<file path="src/rtl/core/cfrs_pkg.sv">
// Package: widths, constants, opcodes, controller states and command types for the camera frame core.
package cfrs_pkg;

	localparam int CordicSteps  = 24;
	localparam int AxisFracBits = 30;

	localparam int FullTurn    = 92160;
	localparam int HalfTurn    = 46080;
	localparam int QuarterTurn = 23040;
	localparam logic signed [31:0] DegToRadQ32  = 32'sd74961320;
	localparam logic signed [31:0] CordicGainQ30 = 32'sd652032874;

	typedef enum logic [1:0] {
		OP_ROLL  = 2'd0,
		OP_PITCH = 2'd1,
		OP_YAW   = 2'd2,
		OP_SLIDE = 2'd3
	} op_t;

	typedef enum logic [2:0] {
		ST_IDLE,
		ST_CORDIC,
		ST_ROT,
		ST_CROSS,
		ST_SLIDE,
		ST_DONE
	} state_t;

	// Step counter width covers CORDIC iterations and three-component sweeps
	localparam int CntW = $clog2(CordicSteps + 1);

	typedef struct packed {
		logic           load;      // latch the item and start angle prep
		logic           cordic;    // run one CORDIC iteration
		logic           rot;       // rotate one component
		logic           crs;       // cross one component
		logic           slide;     // slide one component
		logic [1:0]     comp;      // component index
		logic [CntW-1:0] step;     // CORDIC iteration index
	} cmd_t;

	typedef struct packed {
		op_t op;
	} sts_t;

	function automatic logic signed [31:0] atan_q30(input logic [4:0] i);
		case (i)
			5'd0:  atan_q30 = 32'sd843314856;
			5'd1:  atan_q30 = 32'sd497837829;
			5'd2:  atan_q30 = 32'sd263043836;
			5'd3:  atan_q30 = 32'sd133525158;
			5'd4:  atan_q30 = 32'sd67021686;
			5'd5:  atan_q30 = 32'sd33543515;
			5'd6:  atan_q30 = 32'sd16775850;
			5'd7:  atan_q30 = 32'sd8388437;
			5'd8:  atan_q30 = 32'sd4194282;
			5'd9:  atan_q30 = 32'sd2097149;
			5'd10: atan_q30 = 32'sd1048575;
			5'd11: atan_q30 = 32'sd524287;
			5'd12: atan_q30 = 32'sd262143;
			5'd13: atan_q30 = 32'sd131071;
			5'd14: atan_q30 = 32'sd65535;
			5'd15: atan_q30 = 32'sd32767;
			5'd16: atan_q30 = 32'sd16383;
			5'd17: atan_q30 = 32'sd8191;
			5'd18: atan_q30 = 32'sd4095;
			5'd19: atan_q30 = 32'sd2047;
			5'd20: atan_q30 = 32'sd1023;
			5'd21: atan_q30 = 32'sd511;
			5'd22: atan_q30 = 32'sd255;
			5'd23: atan_q30 = 32'sd127;
			5'd24: atan_q30 = 32'sd63;
			5'd25: atan_q30 = 32'sd31;
			5'd26: atan_q30 = 32'sd15;
			5'd27: atan_q30 = 32'sd7;
			5'd28: atan_q30 = 32'sd3;
			5'd29: atan_q30 = 32'sd1;
			default: atan_q30 = 32'sd0;
		endcase
	endfunction

	function automatic logic signed [31:0] sat32(input logic signed [65:0] x);
		if (x > 66'sd2147483647)
			sat32 = 32'sh7fffffff;
		else if (x < -66'sd2147483648)
			sat32 = 32'sh80000000;
		else
			sat32 = x[31:0];
	endfunction

endpackage

</file>
<file path="src/rtl/core/cfrs_ctrl.sv">
// Controller: sequences angle prep, CORDIC, rotate, cross and slide per component.
module cfrs_ctrl (
	input  logic            clk,
	input  logic            arst_n,
	input  logic            in_valid,
	output logic            in_ready,
	output logic            out_valid,
	input  logic            out_ready,
	input  cfrs_pkg::sts_t  sts,
	output cfrs_pkg::cmd_t  cmd
);
	import cfrs_pkg::*;

	state_t          state_q, state_d;
	logic [CntW-1:0] cnt_q, cnt_d;
	logic            pend_q;

	// Advance state and step counter
	always_ff @(posedge clk or negedge arst_n) begin
		if (!arst_n) begin
			state_q <= ST_IDLE;
			cnt_q   <= '0;
		end else begin
			state_q <= state_d;
			cnt_q   <= cnt_d;
		end
	end

	// Next state
	always_comb begin
		state_d = state_q;
		cnt_d   = cnt_q;
		case (state_q)
			ST_IDLE: begin
				if (in_valid && in_ready) begin
					cnt_d   = '0;
					state_d = ST_CORDIC;
				end
			end
			ST_CORDIC: begin
				// first cycle of this state after load carries op decision
				if (sts.op == OP_SLIDE) begin
					state_d = ST_SLIDE;
					cnt_d   = '0;
				end else if (cnt_q == CntW'(CordicSteps - 1)) begin
					state_d = ST_ROT;
					cnt_d   = '0;
				end else begin
					cnt_d = cnt_q + 1'b1;
				end
			end
			ST_ROT: begin
				if (cnt_q == CntW'(2)) begin
					state_d = ST_CROSS;
					cnt_d   = '0;
				end else begin
					cnt_d = cnt_q + 1'b1;
				end
			end
			ST_CROSS, ST_SLIDE: begin
				if (cnt_q == CntW'(2)) begin
					state_d = ST_DONE;
					cnt_d   = '0;
				end else begin
					cnt_d = cnt_q + 1'b1;
				end
			end
			ST_DONE: state_d = ST_IDLE;
			default: state_d = ST_IDLE;
		endcase
	end

	// Track an undelivered report
	always_ff @(posedge clk or negedge arst_n) begin
		if (!arst_n)
			pend_q <= 1'b0;
		else if (state_q == ST_DONE)
			pend_q <= 1'b1;
		else if (out_ready)
			pend_q <= 1'b0;
	end

	// Outputs
	always_comb begin
		cmd        = '0;
		cmd.comp   = cnt_q[1:0];
		cmd.step   = cnt_q;
		in_ready   = (state_q == ST_IDLE) && !pend_q;
		out_valid  = pend_q;
		cmd.load   = in_valid && in_ready;
		cmd.cordic = (state_q == ST_CORDIC) && (sts.op != OP_SLIDE);
		cmd.rot    = (state_q == ST_ROT);
		cmd.crs    = (state_q == ST_CROSS);
		cmd.slide  = (state_q == ST_SLIDE);
	end
endmodule

</file>
<file path="config.mk">
export PLATFORM = sky130hd
export DESIGN_NAME = cfrs_ctrl
export DESIGN_NICKNAME = d
export VERILOG_FILES = /design/src/rtl/core/cfrs_pkg.sv /design/src/rtl/core/cfrs_ctrl.sv
export SDC_FILE = /design/constraint.sdc
export NUM_CORES = 1
export LEC_CHECK = 0
export BUFFER_PORTS_ARGS = -buffer_cell sky130_fd_sc_hd__buf_2
export CAP_MARGIN = 5
export CORE_MARGIN = 2
export CORE_UTILIZATION = 40
export CTS_BUF_LIST = sky130_fd_sc_hd__clkbuf_4 sky130_fd_sc_hd__clkbuf_8
export CTS_CLUSTER_SIZE = 14
export DETAILED_ROUTE_END_ITERATION = 8
export PLACE_DENSITY = 0.68
export SLEW_MARGIN = 0
export SYNTH_ARGS = -nofsm -noshare
export SYNTH_HDL_FRONTEND = slang
export SYNTH_SLANG_ARGS = --single-unit
</file>
<file path="constraint.sdc">
create_clock -name clk -period 1.6 [get_ports clk]
set_clock_uncertainty 0.1 [all_clocks]
set_input_delay 0.48 -clock clk [delete_from_list [all_inputs] [get_ports clk]]
set_output_delay 0.48 -clock clk [all_outputs]
set_load 0.005 [all_outputs]
</file>
# Word-level counts from Yosys, hierarchy flattened
# Cells that the tools add are included.
dict set report op_classes {
  n_addsub 1
  eq_ne 13
  muxes 13
  reduce_logical 11
}
# op count
set op_table {}
lappend op_table {{$mux W5} 4}
lappend op_table {{$mux W3} 5}
lappend op_table {{$pmux W5 S3} 1}
lappend op_table {{$pmux W3 S4} 1}
lappend op_table {{$eq A3 B2 Y1 const B} 2}
lappend op_table {{$eq A3 B3 Y1 const B} 2}
lappend op_table {{$ne A2 B2 Y1 const B} 3}
lappend op_table {{$add A5 B1 Y5 const B} 1}
lappend op_table {{$eq A5 B2 Y1 const B} 1}
lappend op_table {{$eq A5 B5 Y1 const B} 1}
lappend op_table {{$reduce_and A4 Y1} 1}
lappend op_table {{$eq A3 B1 Y1 const B} 1}
lappend op_table {{$logic_and A1 B1 Y1} 3}
lappend op_table {{$logic_not A3 Y1} 1}
lappend op_table {{$ne A3 B3 Y1 const B} 1}
lappend op_table {{$reduce_bool A3 Y1} 1}
lappend op_table {{$reduce_or A3 Y1} 1}
lappend op_table {{$eq A2 B2 Y1 const B} 1}
lappend op_table {{$mux W1} 2}
lappend op_table {{$ne A2 B1 Y1 const B} 1}
lappend op_table {{$reduce_and A2 Y1} 1}
lappend op_table {{$reduce_bool A2 Y1} 1}
lappend op_table {{$reduce_or A2 Y1} 1}
lappend op_table {{$logic_not A1 Y1} 1}
dict set report word_totals {
  register_bits 9
  inputBits 6
  output_inout_bits 14
  elab_cells 41
}

# Longest topological paths before layout
dict set report logic_depth {
  word_depth 5
  ltp_mapped 6
  ltp_nobuf 6
}

# Worst setup path before layout
# OpenSTA, ideal clock, no wires.
dict set report synth_timing {
  path_kind {reg2out}
  start {register state_q[1]}
  end {output port cmd[11] (netlist bit)}
  arrival_ns 1.083
  setup_slack_ns -0.063
  path_stages_with_launch 4
  n_path_buf 1
  cell_sequence {dfrtp_1 > buf_2 > nor4_1 > and2_1}
}
# item line_no
set synth_rtl {}
lappend synth_rtl {{start, declared} cfrs_ctrl.sv:14} ;# state_t state_q, state_d;
lappend synth_rtl {{start signal, assigned} cfrs_ctrl.sv:24} ;# state_q <= state_d;
lappend synth_rtl {{end, declared} cfrs_ctrl.sv:10} ;# output cfrs_pkg::cmd_t cmd

==> flow_summary.json <==
{
  "period_share_pct": 116,
  "grt_pass1_vias": 639,
  "clock-sinks": 9,
  "layout_setup_ws_ns": -0.249,
  "netlist_area_sq_um": 624,
  "clockBufferDepth": 2,
  "min_period_ns": 1.85,
  "fmax_mhz": 541,
  "seqCellArea_sq_um": 229,
  "drtPass1Iterations": 4,
  "start_util_pct": 41.9,
  "r2r_end": "state_q[0]$_DFFE_PN0P_",
  "status": "finished with violations",
  "ys_ff_latch": 9,
  "rows": 14,
  "layout.nets": 118,
  "ios": 20,
  "maxSlewViolCount": 0,
  "met3_length_um": 71,
  "fillers": 119,
  "viasPerCell": 5.23,
  "yosysTopAreaCell": "dfrtp_1",
  "grt_pass1_wl_mm": 2.57,
  "grt_max_degree": 10,
  "hold_path_depth": 2,
  "die_y_um": 43.5,
  "root_buffer": "clkbuf_4",
  "multi_input_area_sq_um": 425,
  "synth_flop_cell": "dfrtp_1",
  "num_vias": 654,
  "portBuffers": 19,
  "syn_inst": 69,
  "reg2regPathDepth": 5,
  "num_antenna_cells": 0,
  "worst_pin_slew_ns": 0.305,
  "yosysWarnings": 0,
  "drive_gt1_share_pct": 57.8,
  "synth.top_cell.area_share_pct": 36.1,
  "wire_per_inst_um": 12.3,
  "clk_latency_ns": 0.27,
  "dieArea_sq_um": 1890,
  "route.met2.wl_um": 752,
  "ys_seq_area_share_pct": 36.1,
  "cts.clk_slew.worst_paths_ns": 0.07,
  "maxCapViolations": 0,
  "setup_viol": 7,
  "overflow": 0,
  "ys_top_cells_by_area": "dfrtp_1 36%, nor2_1 4.2%, o2bb2ai_1 4.2%",
  "remaining_drc_errors": 0,
  "area_growth_pct": 59.1,
  "crit_type": "reg2out",
  "ir_drop_v": 0.000973,
  "p_leak_nw": 0.493,
  "ys_async_sr_fraction_pct": 100,
  "stdcell_area_sq_um": 993,
  "die-width_um": 43.5,
  "gp_congestion": 0.778,
  "avgSynthCellArea_sq_um": 9.05,
  "grtUsageTotal_pct": 18.5,
  "syn-num-nets": 77,
  "routedLengthMet1_um": 686,
  "core_area_sq_um": 1490,
  "antenna_found_initial": 0,
  "htreeDepth": 1,
  "timing.rr.start": "state_q[1]$_DFFE_PN0P_",
  "place_area_sq_um": 822,
  "post-place-cells": 114,
  "totalPowerFinal_mw": 1.56,
  "final_cell_mix": "19 x buf_2, 19 x buf_4, 6 x dfrtp_1, 5 x nor2_1",
  "place_hpwl_mm": 1.12,
  "rrSetupSlack_ns": 0,
  "slew_headroom_pct": 79.5,
  "numCtsBuffers": 3,
  "utilization_pct": 66.7,
  "failed_checks": "setup timing",
  "critPathLaunchType": "flip-flop",
  "rsz0062_at_grt": "yes",
  "drt_iter0_markers": 8,
  "hp-start": "out_ready",
  "hold_viol": 0,
  "required_ns": 1.02,
  "worstPathMaxFanout": 5,
  "cts_tree": "yes",
  "holdPathEnd": "out_valid$_DFFE_PN0P_",
  "cp_data_arrival_time_ns": 1.27,
  "p_per_area_nw_per_um2": 1570,
  "synth_edf_count": 0,
  "min_path_type": "in2reg",
  "synth_cell_types": 33,
  "end_kind": "output port",
  "ant_nets": 0,
  "instances_no_fill": 125,
  "highest_layer": "met4",
  "drt-total-wl_mm": 1.53
}
## metal layers
metal | track usage, % | up-vias
li1 | - | 326
met5 | 0 | -
met2 | 33.4 | 21
met1 | 20.5 | 303
met4 | 10.9 | 0
met3 | 2.50 | 4
## registers in the layout, summed over array words and instances, names as in the netlist
register	count
cnt_q	5
out_valid	1
state_q	3
## final cells by class
class / instances / area share, %
Multi-Input combinational cell: 50 / 42.8
Timing Repair Buffer: 41 / 27.2
Sequential cell: 9 / 23.0
Clock buffer: 4 / 3.02
Tap cell: 16 / 2.02
Inverter: 5 / 1.89
## critical path: stages (launching register included)
cell	delay (ns)
dfrtp_2	0.46
or3b_4	0.40
inv_2	0.05
buf_2	0.10
## power breakdown
part | internal (mW) | total, mW | switching [mW]
sequential | 0.296 | 0.396 | 0.0995
clock | 0.113 | 0.198 | 0.0844
combinational | 0.548 | 0.970 | 0.422
## per-stage QoR
stage	TNS (ns)	hold WS (ns)	setup slack [ns]
5_1_grt	-1.65	0.280	-0.305
3_3_place_gp	-0.150	0.249	-0.101
6_report	-0.904	0.270	-0.249
3_5_place_dp	-0.453	0.249	-0.127
4_1_cts	-1.01	0.271	-0.248
2_1_floorplan	0	0.0844	0.00657
## worst max-delay path by stage
stage,from,end,cells past startpoint
6_report,state_q[1]$_DFFE_PN0P_,cmd[7],3
3_5_place_dp,sts[0],cmd[10],4
4_1_cts,state_q[0]$_DFFE_PN0P_,cmd[7],3
2_1_floorplan,state_q[1]$_DFFE_PN0P_,cmd[11],3
3_3_place_gp,sts[0],cmd[10],4
5_1_grt,state_q[2]$_DFFE_PN0P_,cmd[7],3
## what timing repair did
item	in CTS	in global routing
endpoints found under the setup margin	14	14
hold buffers	1	0
pin swaps	1	3
endpoints found under the hold margin	9	0
gates resized for setup	11	8
setup buffers	4	2
## Yosys cell counts (2+ instances only)
| master | number |
|---|---|
| buf_4 | 2 |
| inv_1 | 4 |
| buf_2 | 2 |
| nand3_1 | 2 |
| dfrtp_1 | 9 |
| nor2_1 | 7 |
| nand2b_1 | 2 |
| nand2_1 | 4 |
| o21ai_0 | 2 |
| nor4_1 | 2 |
| nor2b_1 | 3 |
| o2bb2ai_1 | 3 |
| a21oi_1 | 3 |
| ha_1 | 2 |
| a21oi_2 | 2 |
| mux2i_1 | 2 |
| and2_1 | 2 |
## cell families after synthesis
| kind of cell | share of synthesized area, % |
|---|---|
| multiplexers | 3.21 |
| adder cells (fa/ha/maj) | 4.01 |
| flip-flops | 36.1 |
| XOR/XNOR | 1.40 |
| buffers and inverters | 8.82 |
| AND/OR/NAND/NOR | 27.9 |
| AO/OA/AOI/OAI | 18.6 |
No activity file was read; power rests on OpenSTA's default activity.
